### config.mk
export PLATFORM = sky130hd
export DESIGN_NAME = bcgt_front
export DESIGN_NICKNAME = d
export VERILOG_FILES = /design/src/rtl/bcgt_pkg.sv /design/src/rtl/bcgt_front.sv
export SDC_FILE = /design/constraint.sdc
export NUM_CORES = 1
export LEC_CHECK = 0
export ABC_AREA = 1
export BUFFER_PORTS_ARGS = -buffer_cell sky130_fd_sc_hd__buf_2
export CAP_MARGIN = 0
export CORE_UTILIZATION = 47
export CTS_CLUSTER_SIZE = 25
export DETAILED_ROUTE_END_ITERATION = 10
export MAX_ROUTING_LAYER = met4
export PLACE_DENSITY = 0.82
export REMOVE_ABC_BUFFERS = 1
export SLEW_MARGIN = 15
export SYNTH_ARGS = -nofsm -noshare
export SYNTH_HDL_FRONTEND = slang
export SYNTH_SLANG_ARGS = --single-unit
### constraint.sdc
create_clock -name clock -period 2.4 [get_ports clock]
set_input_delay 0.36 -clock clock [delete_from_list [all_inputs] [get_ports clock]]
set_output_delay 0.36 -clock clock [all_outputs]
set_load 0.005 [all_outputs]
### src/rtl/bcgt_pkg.sv
package bcgt_pkg;

   // opcodes
   localparam logic [2:0] OP_ADD      = 3'd0;
   localparam logic [2:0] OP_COMMIT   = 3'd1;
   localparam logic [2:0] OP_WAIT     = 3'd2;
   localparam logic [2:0] OP_COMPLETE = 3'd3;
   localparam logic [2:0] OP_QUERY    = 3'd4;

   // status codes
   localparam logic [2:0] ST_OK       = 3'd0;
   localparam logic [2:0] ST_BAD_TAG  = 3'd1;
   localparam logic [2:0] ST_WAITING  = 3'd2;
   localparam logic [2:0] ST_OVERFLOW = 3'd3;
   localparam logic [2:0] ST_TAG_BUSY = 3'd4;
   localparam logic [2:0] ST_NO_CTX   = 3'd5;

   typedef struct packed {
      logic [2:0] opcode;
      logic [2:0] cta_slot;
      logic [4:0] warp_slot;
      logic [7:0] tx_tag;
      logic [7:0] allowed_incomplete;
   } req_type;

   typedef struct packed {
      logic [2:0] status;
      logic       warp_waiting;
      logic       release_warp;
      logic       block_warp;
      logic [3:0] pend_count;
   } rsp_type;

   typedef enum logic [4:0] {
      KIND_ADD      = 5'b00001,
      KIND_COMMIT   = 5'b00010,
      KIND_WAIT     = 5'b00100,
      KIND_COMPLETE = 5'b01000,
      KIND_QUERY    = 5'b10000
   } kind_type;

   typedef struct packed {
      req_type  req;
      kind_type kind;
      logic     slot_bad;
      logic     tag_bad;
   } item_type;

   // queue port between front and back
   typedef struct packed {
      logic     valid;
      item_type item;
   } queue_type;

endpackage

### src/rtl/bcgt_front.sv
module bcgt_front
   import bcgt_pkg::*;
#(
   parameter int CTA_SLOTS  = 8,
   parameter int WARP_SLOTS = 32,
   parameter int TX_TAGS    = 256
) (
   input  logic      clock,
   input  logic      reset,
   input  logic      start,
   input  req_type   req_data,
   input  logic      clearing,
   output logic      busy,
   output queue_type q_out,
   input  logic      q_pop
);

   item_type   q_mem_ff [2];
   logic       wr_ptr_ff, wr_ptr_in;
   logic       rd_ptr_ff, rd_ptr_in;
   logic [1:0] count_ff, count_in;
   logic       push;
   item_type   cls;

   // classify the incoming transfer
   always_comb begin
      cls.req      = req_data;
      cls.slot_bad = (32'(req_data.cta_slot) >= CTA_SLOTS) ||
                     (32'(req_data.warp_slot) >= WARP_SLOTS);
      cls.tag_bad  = 32'(req_data.tx_tag) >= TX_TAGS;
      case (req_data.opcode)
         OP_ADD:      cls.kind = KIND_ADD;
         OP_COMMIT:   cls.kind = KIND_COMMIT;
         OP_WAIT:     cls.kind = KIND_WAIT;
         OP_COMPLETE: cls.kind = KIND_COMPLETE;
         default:     cls.kind = KIND_QUERY;
      endcase
   end

   assign busy = (count_ff == 2'd2) || clearing;
   assign push = start && !busy;

   always_comb begin
      wr_ptr_in = push ? !wr_ptr_ff : wr_ptr_ff;
      rd_ptr_in = q_pop ? !rd_ptr_ff : rd_ptr_ff;
      count_in  = count_ff + 2'(push) - 2'(q_pop);
   end

   always_ff @(posedge clock) begin
      if (reset) begin
         wr_ptr_ff <= 1'b0;
         rd_ptr_ff <= 1'b0;
         count_ff  <= 2'd0;
      end else begin
         wr_ptr_ff <= wr_ptr_in;
         rd_ptr_ff <= rd_ptr_in;
         count_ff  <= count_in;
      end
   end

   always_ff @(posedge clock) begin
      if (push) begin
         q_mem_ff[wr_ptr_ff] <= cls;
      end
   end

   assign q_out.valid = count_ff != 2'd0;
   assign q_out.item  = q_mem_ff[rd_ptr_ff];

endmodule

==> results of run 1 <==
[per-stage QoR]
step                total power [mW]  utilization (%)
CTS                            2.597            60.16
floorplan                      1.598                -
global placement               1.719            56.88
global route                   2.660            60.16
detailed placement             1.732            56.88
finish                         2.565            60.16
[area by class of cell]
class | count | area, sq um
inverters | 13 | 48.80
multi-input cells | 59 | 615.6
flip-flops and latches | 69 | 2023
clock buffers | 11 | 131.4
fillers | 430 | 2221
clock inverters | 5 | 51.30
repair buffers | 69 | 392.9
well taps | 72 | 90.09
[kinds of logic (layout without fill, tap and decap cells)]
group	Yosys count	in the layout	synth area share [%]
compound gates	1	1	0.1808
xor+xnor	1	1	0.3168
fa+ha+maj	2	2	0.9048
buf+inv	20	98	5.023
flops	69	69	73.12
mux	32	32	17.10
other cells	1	2	0.1356
simple gates	21	21	3.213
[layer usage]
metal	wire (um)	GRT usage [%]
met3	230	3.678
met2	2092	24.26
met4	98	9.444
met5	0	-
met1	1804	17.47
[worst register-to-register path, cell delays in order (launching register included)]
cell	delay, ns
sky130_fd_sc_hd__dfxtp_1	0.34
sky130_fd_sc_hd__inv_1	0.06
sky130_fd_sc_hd__nand2_1	0.09
sky130_fd_sc_hd__nand3_1	0.17
sky130_fd_sc_hd__ha_1	0.33
sky130_fd_sc_hd__inv_1	0.04
sky130_fd_sc_hd__ha_1	0.18
sky130_fd_sc_hd__inv_1	0.05
sky130_fd_sc_hd__nand2_1	0.05
sky130_fd_sc_hd__nand3_1	0.09
sky130_fd_sc_hd__nand2_1	0.06
sky130_fd_sc_hd__nor2_1	0.12
[power by group]
group          internal [mW]  switching (mW)
clock                  0.473           0.392
combinational          0.167           0.132
sequential              1.38          0.0243
[final timing paths]
check / start / endpoint / slack, ns
max reg2reg: count_ff[0] / count_ff[1] / 0.76
min: req_data[16] / q_mem_ff[0][21] / 0.21
min reg2reg: rd_ptr_ff / rd_ptr_ff / 0.53
max: flop / q_out[2] / 0.45
[layout by cell type, fill, tap and decap left out, types with 3 or more instances in the layout]
cell type,synthesis,layout
sky130_fd_sc_hd__buf_12,3,3
sky130_fd_sc_hd__buf_2,0,65
sky130_fd_sc_hd__clkbuf_8,0,9
sky130_fd_sc_hd__dfxtp_1,5,4
sky130_fd_sc_hd__edfxtp_1,64,64
sky130_fd_sc_hd__inv_1,13,13
sky130_fd_sc_hd__mux2_4,30,30
sky130_fd_sc_hd__nand2_1,8,8
sky130_fd_sc_hd__nor2_1,6,5
sky130_fd_sc_hd__nor3_1,4,4
[registers in the layout, indices dropped and copies added, names as in the netlist, named ones only]
signal,count
wr_ptr_ff,1
q_mem_ff,64
rd_ptr_ff,1
count_ff,2
[synthesized netlist by cell type]
master and count:
sky130_fd_sc_hd__conb_1 1, sky130_fd_sc_hd__mux2_2 2, sky130_fd_sc_hd__nand4_1 1, sky130_fd_sc_hd__buf_12 3, sky130_fd_sc_hd__a21oi_1 1, sky130_fd_sc_hd__ha_1 2
sky130_fd_sc_hd__inv_1 13, sky130_fd_sc_hd__nor3_1 4, sky130_fd_sc_hd__edfxtp_1 64, sky130_fd_sc_hd__nand3_1 2, sky130_fd_sc_hd__nor2_1 6, sky130_fd_sc_hd__xnor2_1 1
sky130_fd_sc_hd__clkbuf_1 1, sky130_fd_sc_hd__dfxtp_1 5, sky130_fd_sc_hd__buf_6 1, sky130_fd_sc_hd__buf_4 2, sky130_fd_sc_hd__nand2_1 8, sky130_fd_sc_hd__mux2_4 30
==> impl_results.md, run 1 <==
* Number of CTS-inserted buffers at 9
* Top achievable clock speed at 0.5125 GHz
* Library cell with the largest summed area after synthesis: sky130_fd_sc_hd__edfxtp_1
* Clock tree from TritonCTS: done
* Dominant delay contributor by cell family on the critical path: flip-flops
* Setup Total Neg Slack at 0 ns
* Final Skew at 0.004777 ns
* Final Instance Area at 3353 sq um
* Initial antenna violation count at 0
* Hold buffer count at CTS at 0
* Slowest stage cell on the critical path: sky130_fd_sc_hd__dfxtp_2
* Total routing usage reported by global routing at 15.25%
* Class of the tightest hold or removal check: input port to flop
* Boundary Pins at 68
* Area share of the largest cell type after synthesis at 69.50%
* Number of cells produced by synthesis at 147
* Seq/Total Area, Yosys at 73.12%
* Root Driver: sky130_fd_sc_hd__clkbuf_8
* Period utilisation layout at 81.30%
* Post-route DRC violation count at 0
* Final layout net count at 255
* WL per Instance at 14.18 um
* Max-cap violations at 0
* Final setup violating endpoints at 0
* Final Max Slew Viols at 0
* Average vias per placed instance at 4.698
* Syn. warnings at 0
* Number of global-route vias before repair at 1,414
* Post-placement worst setup slack at 0.7075 ns
* Post-CTS setup-driven buffer insertion count at 0
* Number of register bits inferred by synthesis at 69
* Critical path launch point type: flop
* Power per unit of standard cell area at 764.8 nW/um^2
* Post-route worst setup slack at 0.4487 ns
* Worst hold stages at 1
* Time the worst path needs with I/O delays and setup at 1.951 ns
* Resize count post-CTS at 0
* Static leakage at 1.373 nW
* Area after detailed placement at 3171 sq um
* IO buf count at 65
* Clock-pin slew on the worst setup and hold paths at 0.07 ns
* First-pass detailed-route iteration total at 4
* Average cell area after synthesis at 18.81 sq um
* Cell types occupying the most area after synthesis: sky130_fd_sc_hd__edfxtp_1, sky130_fd_sc_hd__mux2_4, sky130_fd_sc_hd__dfxtp_1
* Sinks on Clock Net at 69
* CP Depth at 3
* Number of library cell types mapped by synthesis at 18
* Unrepaired setup endpoints after global routing: false
* Maximum fanout count along the critical path at 9
* Layout cell share with drive strength beyond 1 at 51.33%
* Largest net degree at the start of global routing at 23
* Synth-to-layout area growth at 21.27%
* Critical path, cell by cell: buf_4, mux2_2, buf_2
* Area enclosed by the die boundary at 6194 sq um
* Worst ir drop on vdd at 0.4230 mV
* First-iteration detailed-routing DRC count at 64
* HPWL after DPL at 2.971 mm
* Insertion delay to the later sink of the worst-skew pair at 0.33 ns
* Wire length of the first global-routing pass at 6.534 mm
* Deepest level of the CTS H-tree at 3
* Wire length after detailed routing at 4.226 mm
* Cell row count at 27
* Die extent in y at 78.70 um
* Crit path arrival time at 1.59 ns
* Final global-route overflow total at 0
* Sort of element at the end of the critical path: primary output
* Core outline area at 5574 sq um
* Die W at 78.70 um
* Max Buffers Root-to-Sink at 2
* Effective utilization at floorplan at 49.61%
* Run status: finished clean
* Final-report hold violation count at 0
* Netlist area before placement at 2765 sq um
* Number of antenna-violating nets in the routed design at 0
* Number of buffers and inverters on the critical path at 2
* Routed via count at 1,400
* Critical path class: flop to primary output
* Reg2reg path depth at 11
* Critical path's largest stage delay at 0.52 ns
* Routability-driven placement congestion ratio at 0.7654
* Crit path required time at 2.04 ns
* Filler-free cell count of the finished design at 298
* Inserted Diodes at 0
* Worst Hold Slack at 0.2098 ns
* Number of cells in the design after placement at 282
Note: power is estimated with default switching activity, not from simulation.
==> inputs of run 2 (changes only) <==
==> constraint.sdc (replaced) <==
create_clock -name clock -period 1.6 [get_ports clock]
set_input_delay 0.24 -clock clock [delete_from_list [all_inputs] [get_ports clock]]
set_output_delay 0.24 -clock clock [all_outputs]
set_load 0.005 [all_outputs]
==> run 2 against run 1 <==
  * The run now ends with setup timing left
  * Non-clock buffer count rose by 5
  * Cell area rose by 6.9%
  * Worst hold slack got worse by 0.11 ns
  * Clock power rose by 30%
  * Global-route usage rose by 0.092 points
  * Die area did not move
  * Wire length rose by 4.2%
  * Highest routed layer unchanged
==> impl_results.md, run 2 (synthesized netlist as in run 1, its figures left out) <==
* Largest registers ranked by flip-flop count: q_mem_ff (64), count_ff (2) (unchanged)
* IO buf count at 65 (unchanged)
* Setup Total Neg Slack at -0.02206 ns (was 0 ns)
* Maximum fanout count along the critical path at 13 (was 9)
* Max-cap violations at 0 (unchanged)
* First-pass detailed-route iteration total at 4 (unchanged)
* Post-route DRC violation count at 0 (unchanged)
* Static leakage at 1.467 nW (was 1.373 nW)
* HPWL after DPL at 2.856 mm (was 2.971 mm)
* Most common cell after layout, fill and taps aside: sky130_fd_sc_hd__edfxtp_1 (was sky130_fd_sc_hd__buf_2)
* Final setup violating endpoints at 6 (was 0)
* Total routing usage reported by global routing at 15.34% (was 15.25%)
* Unrepaired setup endpoints after global routing: true (was false)
* Deepest level of the CTS H-tree at 3 (unchanged)
* Post-route core utilization at 64.31% (was 60.16%)
* Crit path required time at 1.36 ns (was 2.04 ns)
* Dominant delay contributor by cell family on the critical path: flip-flops (unchanged)
* Critical path's largest stage delay at 0.42 ns (was 0.52 ns)
* Routability-driven placement congestion ratio at 0.6774 (was 0.7654)
* Wire length of the first global-routing pass at 6.513 mm (was 6.534 mm)
* Initial antenna violation count at 0 (unchanged)
* Most frequent cells in the layout: sky130_fd_sc_hd__edfxtp_1, sky130_fd_sc_hd__buf_2, sky130_fd_sc_hd__mux2_4 (was sky130_fd_sc_hd__buf_2, sky130_fd_sc_hd__edfxtp_1, sky130_fd_sc_hd__mux2_4)
* Critical path class: flop to primary output (unchanged)
* Pwr Total at 3.812 mW (was 2.565 mW)
* Boundary Pins at 68 (unchanged)
* Core outline area at 5574 sq um (unchanged)
* Post-route worst setup slack at -0.007059 ns (was 0.4487 ns)
* WL per Instance at 14.53 um (was 14.18 um)
* Worst Hold Slack at 0.09841 ns (was 0.2098 ns)
* Sort of element at the end of the critical path: primary output (unchanged)
* Routed via count at 1,455 (was 1,400)
* Clock-pin slew on the worst setup and hold paths at 0.07 ns (about the same)
* Effective utilization at floorplan at 49.61% (unchanged)
* Layout cell share with drive strength beyond 1 at 53.25% (was 51.33%)
* Run status: complete, but fails checks (was finished clean)
* Average vias per placed instance at 4.802 (was 4.698)
* Time the worst path needs with I/O delays and setup at 1.607 ns
* Number of buffers and inverters on the critical path at 2 (unchanged)
* Final Skew at 0.006848 ns (was 0.004777 ns)
* Final layout net count at 260 (was 255)
* Die W at 78.70 um (unchanged)
* Die extent in y at 78.70 um (unchanged)
* Max Buffers Root-to-Sink at 2 (unchanged)
* Period utilisation layout at 100.4%
* Root Driver: sky130_fd_sc_hd__clkbuf_8 (unchanged)
* Sinks on Clock Net at 69 (unchanged)
* Clock tree from TritonCTS: done (unchanged)
* First-iteration detailed-routing DRC count at 69 (was 64)
* Cell row count at 27 (unchanged)
* Area after detailed placement at 3193 sq um (was 3171 sq um)
* Insertion delay to the later sink of the worst-skew pair at 0.33 ns (about the same)
* Final-report hold violation count at 0 (unchanged)
* Synth-to-layout area growth at 29.64% (was 21.27%)
* Slowest stage cell on the critical path: sky130_fd_sc_hd__dfxtp_4 (was sky130_fd_sc_hd__dfxtp_2)
* Number of global-route vias before repair at 1,416 (was 1,414)
* Reg with most FFs: q_mem_ff (unchanged)
* Power per unit of standard cell area at 1064 nW/um^2 (was 764.8 nW/um^2)
* R2r setup slk at 0.12 ns (was 0.76 ns)
* Hold buffer count at CTS at 0 (unchanged)
* Final Max Slew Viols at 0 (unchanged)
* Number of antenna-violating nets in the routed design at 0 (unchanged)
* Number of flip-flops in the largest register at 64 (unchanged)
* Wire length after detailed routing at 4.404 mm (was 4.226 mm)
* Largest net degree at the start of global routing at 20 (was 23)
* Crit path arrival time at 1.37 ns (was 1.59 ns)
* Failing checks: setup timing
* Critical path, cell by cell: buf_12, mux2_4, buf_6 (was buf_4, mux2_2, buf_2)
* Count of filler cells inserted in the layout at 417 (was 430)
* Area enclosed by the die boundary at 6194 sq um (unchanged)
* Final global-route overflow total at 0 (unchanged)
* Class of the tightest hold or removal check: input port to flop (unchanged)
* Worst ir drop on vdd at 0.8327 mV (was 0.4230 mV)
* Inserted Diodes at 0 (unchanged)
* Top achievable clock speed at 0.6223 GHz
* Critical path launch point type: flop (unchanged)
* Final Instance Area at 3585 sq um (was 3353 sq um)
* Number of CTS-inserted buffers at 9 (unchanged)
[run 2: per-stage QoR]
stage / cells / setup slack, ns
after floorplan: 141 / -0.7378
after global placement: 285 / 0.1890
after detailed placement: 285 / 0.07328
after CTS: 303 / -0.04397
after global routing: 303 / -0.05594
final: 303 / -0.007059
[run 2: worst paths after layout]
kind | start | to | cells past startpoint
hold reg to reg | rd_ptr_ff | flop | 2
setup / recovery | flop | q_out[20] | 3
hold / removal | req_data[18] | q_mem_ff[0][23] | 1
setup reg to reg | count_ff[0] | count_ff[1] | 10
[run 2: cell type report]
class                           count  area, sq um  share of cell area [%]
Clock buffer                       10        127.6                   3.560
Clock inverter                      6        30.03                  0.8377
Tap cell                           72        90.09                   2.513
Multi-Input combinational cell     59        630.6                   17.59
Timing Repair Buffer               74        631.9                   17.63
Inverter                           13        48.80                   1.361
Sequential cell                    69         2026                   56.51
[run 2: repair_timing]
action	CTS	global route
setup endpoints to repair	29	33
resized for setup	21	14
buffers inserted	1	0
cloned	1	0
pin swaps	0	0
[run 2: metal layers]
layer	vias to the layer above	wire, um	track usage, %
li1	692	-	-
met1	709	1809	16.58
met2	51	2357	25.57
met3	3	215	3.678
met4	0	23	9.444
met5	-	0	-
[run 2: worst register-to-register path, delay by kind of cell (launching register included)]
family          cells  cell delay [ns]
compound gates      1             0.14
fa+ha+maj           2             0.46
buf+inv             3             0.16
flops               1             0.33
simple gates        4             0.27
[run 2: power by group]
part           leakage, nW  switching [mW]  internal [mW]
registers            0.631          0.0351           2.06
logic                0.754           0.229          0.358
clock network       0.0809           0.584          0.543
total                 1.47           0.849           2.96
==> inputs of run 3 (changes only) <==
--- a/config.mk
+++ b/config.mk
@@ -6,7 +6,7 @@
 export NUM_CORES = 1
 export LEC_CHECK = 0
 export ABC_AREA = 1
-export BUFFER_PORTS_ARGS = -buffer_cell sky130_fd_sc_hd__buf_2
+export BUFFER_PORTS_ARGS = -buffer_cell sky130_fd_sc_hd__buf_4
 export CAP_MARGIN = 0
 export CORE_UTILIZATION = 47
 export CTS_CLUSTER_SIZE = 25
==> constraint.sdc (replaced) <==
create_clock -name clock -period 1.4 [get_ports clock]
set_input_delay 0.21 -clock clock [delete_from_list [all_inputs] [get_ports clock]]
set_output_delay 0.21 -clock clock [all_outputs]
set_load 0.005 [all_outputs]
==> run 3 against run 2 <==
  * The flow still finishes with violations (setup timing)
  * Critical endpoint is now q_out[6]
  * Sequential power grew 14%
  * Largest power group unchanged
  * Worst hold slack worse by 0.040 ns
  * Worst setup slack worse by 0.13 ns
  * Critical path type unchanged
  * Die area did not move
  * Clock-buffer cell count fell by 1
  * Clock power rose by 35%
  * Global-route usage up 1.3 points
  * Clock skew is 0.00074 ns lower
==> impl_results.md, run 3 (synthesized netlist as in run 1, its figures left out) <==
* Run status: complete, but fails checks (unchanged)
* Failing checks: setup timing (unchanged)
* Layout cell share with drive strength beyond 1 at 59.48% (was 53.25%)
* R2r setup slk at -0.03 ns (was 0.12 ns)
* IO buf count at 65 (unchanged)
* Reg with most FFs: q_mem_ff (unchanged)
* Routability-driven placement congestion ratio at 0.7300 (was 0.6774)
* Root Driver: sky130_fd_sc_hd__clkbuf_8 (unchanged)
* Number of cells in the design after placement at 286 (was 285)
* Unrepaired setup endpoints after global routing: true (unchanged)
* First-pass detailed-route iteration total at 4 (unchanged)
* Pwr Total at 4.701 mW (was 3.812 mW)
* Reg2reg path depth at 10 (unchanged)
* Average vias per placed instance at 4.793 (was 4.802)
* Worst ir drop on vdd at 0.7243 mV (was 0.8327 mV)
* Time the worst path needs with I/O delays and setup at 1.535 ns
* Clock tree from TritonCTS: done (unchanged)
* Reg2Reg Launch Point: count_ff[0] (unchanged)
* WL per Instance at 15.45 um (was 14.53 um)
* Post-placement worst setup slack at -0.1170 ns (was 0.07328 ns)
* Class of the tightest hold or removal check: input port to flop (unchanged)
* Number of CTS-inserted buffers at 9 (unchanged)
* Max-cap violations at 0 (unchanged)
* Critical path launch point type: flop (unchanged)
* Capture point of the worst reg-to-reg path: count_ff[1] (unchanged)
* Post-route worst setup slack at -0.1349 ns (was -0.007059 ns)
* Final-report hold violation count at 0 (unchanged)
* Worst Hold Launch: req_data[22] (was req_data[18])
* Most frequent cells in the layout: sky130_fd_sc_hd__edfxtp_1, sky130_fd_sc_hd__buf_6, sky130_fd_sc_hd__buf_4 (was sky130_fd_sc_hd__edfxtp_1, sky130_fd_sc_hd__buf_2, sky130_fd_sc_hd__mux2_4)
* Max Buffers Root-to-Sink at 2 (unchanged)
* Post-route core utilization at 68.51% (was 64.31%)
* Critical path class: flop to primary output (unchanged)
* Clock-pin slew on the worst setup and hold paths at 0.07 ns (about the same)
* Wire length of the first global-routing pass at 7.162 mm (was 6.513 mm)
* Die extent in y at 78.70 um (unchanged)
* Number of antenna-violating nets in the routed design at 0 (unchanged)
* Largest registers ranked by flip-flop count: q_mem_ff (64), count_ff (2) (unchanged)
* Area after detailed placement at 3401 sq um (was 3193 sq um)
* Effective utilization at floorplan at 49.61% (unchanged)
* Period utilisation layout at 109.6%
* Deepest level of the CTS H-tree at 3 (unchanged)
* Power per unit of standard cell area at 1231 nW/um^2 (was 1064 nW/um^2)
* Number of global-route vias before repair at 1,580 (was 1,416)
* Worst hold stages at 1 (unchanged)
* Die W at 78.70 um (unchanged)
* Final Instance Area at 3819 sq um (was 3585 sq um)
* Final Max Slew Viols at 0 (unchanged)
* Initial antenna violation count at 0 (unchanged)
* Maximum fanout count along the critical path at 17 (was 13)
* Boundary Pins at 68 (unchanged)
* Largest net degree at the start of global routing at 20 (unchanged)
* Final Skew at 0.006105 ns (was 0.006848 ns)
* Total routing usage reported by global routing at 16.68% (was 15.34%)
* Wire length after detailed routing at 4.697 mm (was 4.404 mm)
* Area enclosed by the die boundary at 6194 sq um (unchanged)
* Hold buffer count at CTS at 0 (unchanged)
* Routed via count at 1,457 (was 1,455)
* Worst Hold Slack at 0.05883 ns (was 0.09841 ns)
* Setup Total Neg Slack at -4.037 ns (was -0.02206 ns)
* Crit path required time at 1.19 ns (was 1.36 ns)
* Final global-route overflow total at 0 (unchanged)
* Sort of element at the end of the critical path: primary output (unchanged)
* Static leakage at 1.536 nW (was 1.467 nW)
* Final layout net count at 261 (was 260)
* Synth-to-layout area growth at 38.10% (was 29.64%)
* Final setup violating endpoints at 33 (was 6)
* Crit path arrival time at 1.32 ns (was 1.37 ns)
* Core outline area at 5574 sq um (unchanged)
* Insertion delay to the later sink of the worst-skew pair at 0.33 ns (about the same)
* Number of flip-flops in the largest register at 64 (unchanged)
* Cell row count at 27 (unchanged)
* First-iteration detailed-routing DRC count at 57 (was 69)
* Post-route DRC violation count at 0 (unchanged)
* HPWL after DPL at 3.143 mm (was 2.856 mm)
* Inserted Diodes at 0 (unchanged)
* Endpoint of the worst hold path: q_mem_ff[1][27] (was q_mem_ff[0][23])
* Most common cell after layout, fill and taps aside: sky130_fd_sc_hd__edfxtp_1 (unchanged)
* Top achievable clock speed at 0.6515 GHz
* Filler-free cell count of the finished design at 304 (was 303)
* Sinks on Clock Net at 69 (unchanged)
==> run 3: changes by cell type in the layout (fill, tap and decap cells not counted), moves of 2 or more <==
cell / previous run / this run
sky130_fd_sc_hd__dfxtp_1: 4 / 2
sky130_fd_sc_hd__buf_4: 5 / 33
sky130_fd_sc_hd__inv_1: 13 / 9
sky130_fd_sc_hd__ha_4: 0 / 2
sky130_fd_sc_hd__nand2_1: 7 / 5
sky130_fd_sc_hd__dfxtp_2: 0 / 2
sky130_fd_sc_hd__inv_2: 0 / 3
sky130_fd_sc_hd__ha_1: 2 / 0
sky130_fd_sc_hd__buf_12: 3 / 6
sky130_fd_sc_hd__buf_2: 36 / 0
sky130_fd_sc_hd__nand2_4: 0 / 2
sky130_fd_sc_hd__buf_6: 29 / 36
==> run 3: timing repair <==
action	in CTS	in global routing
setup endpoints to repair	33	66
hold endpoints to repair	0	0
resized for setup	45	13
pin swaps	2	5
buffers inserted	1	2
==> run 3: worst max path at each step <==
stage,slack [ns],end,start
final,-0.13,q_out[6],flop
after floorplan,-0.94,q_mem_ff[0][0],count_ff[0]
after global routing,-0.17,q_out[6],flop
after detailed placement,-0.12,count_ff[1],count_ff[0]
after global placement,0.007,count_ff[1],count_ff[0]
after CTS,-0.16,q_out[28],flop
==> run 3: final cells by class <==
cell class / instances / area, sq um
tap: 72 / 90.09
fill: 375 / 1755
multi-input combinational: 59 / 686.9
sequential: 69 / 2028
inverter: 13 / 51.30
clock buffer: 9 / 123.9
clock inverter: 7 / 65.06
timing repair buffer: 75 / 773.2
==> run 3: layer usage <==
metal	GRT usage (%)	vias to the layer above	routed length [um]
li1	-	692	-
met1	17.68	698	1797
met2	29.22	61	2614
met3	3.793	6	217
met4	8.333	0	68
met5	-	-	0
==> run 3: critical path, stage by stage, from the launching register on <==
cell                      delay [ns]
sky130_fd_sc_hd__dfxtp_4        0.37
sky130_fd_sc_hd__buf_12         0.18
sky130_fd_sc_hd__mux2_4         0.32
sky130_fd_sc_hd__buf_6          0.12
==> run 3: where the power goes <==
group	switching, mW	leakage [nW]	internal (mW)
Clock	0.708	0.0968	0.812
Sequential	0.0359	0.632	2.36
Combinational	0.304	0.807	0.483
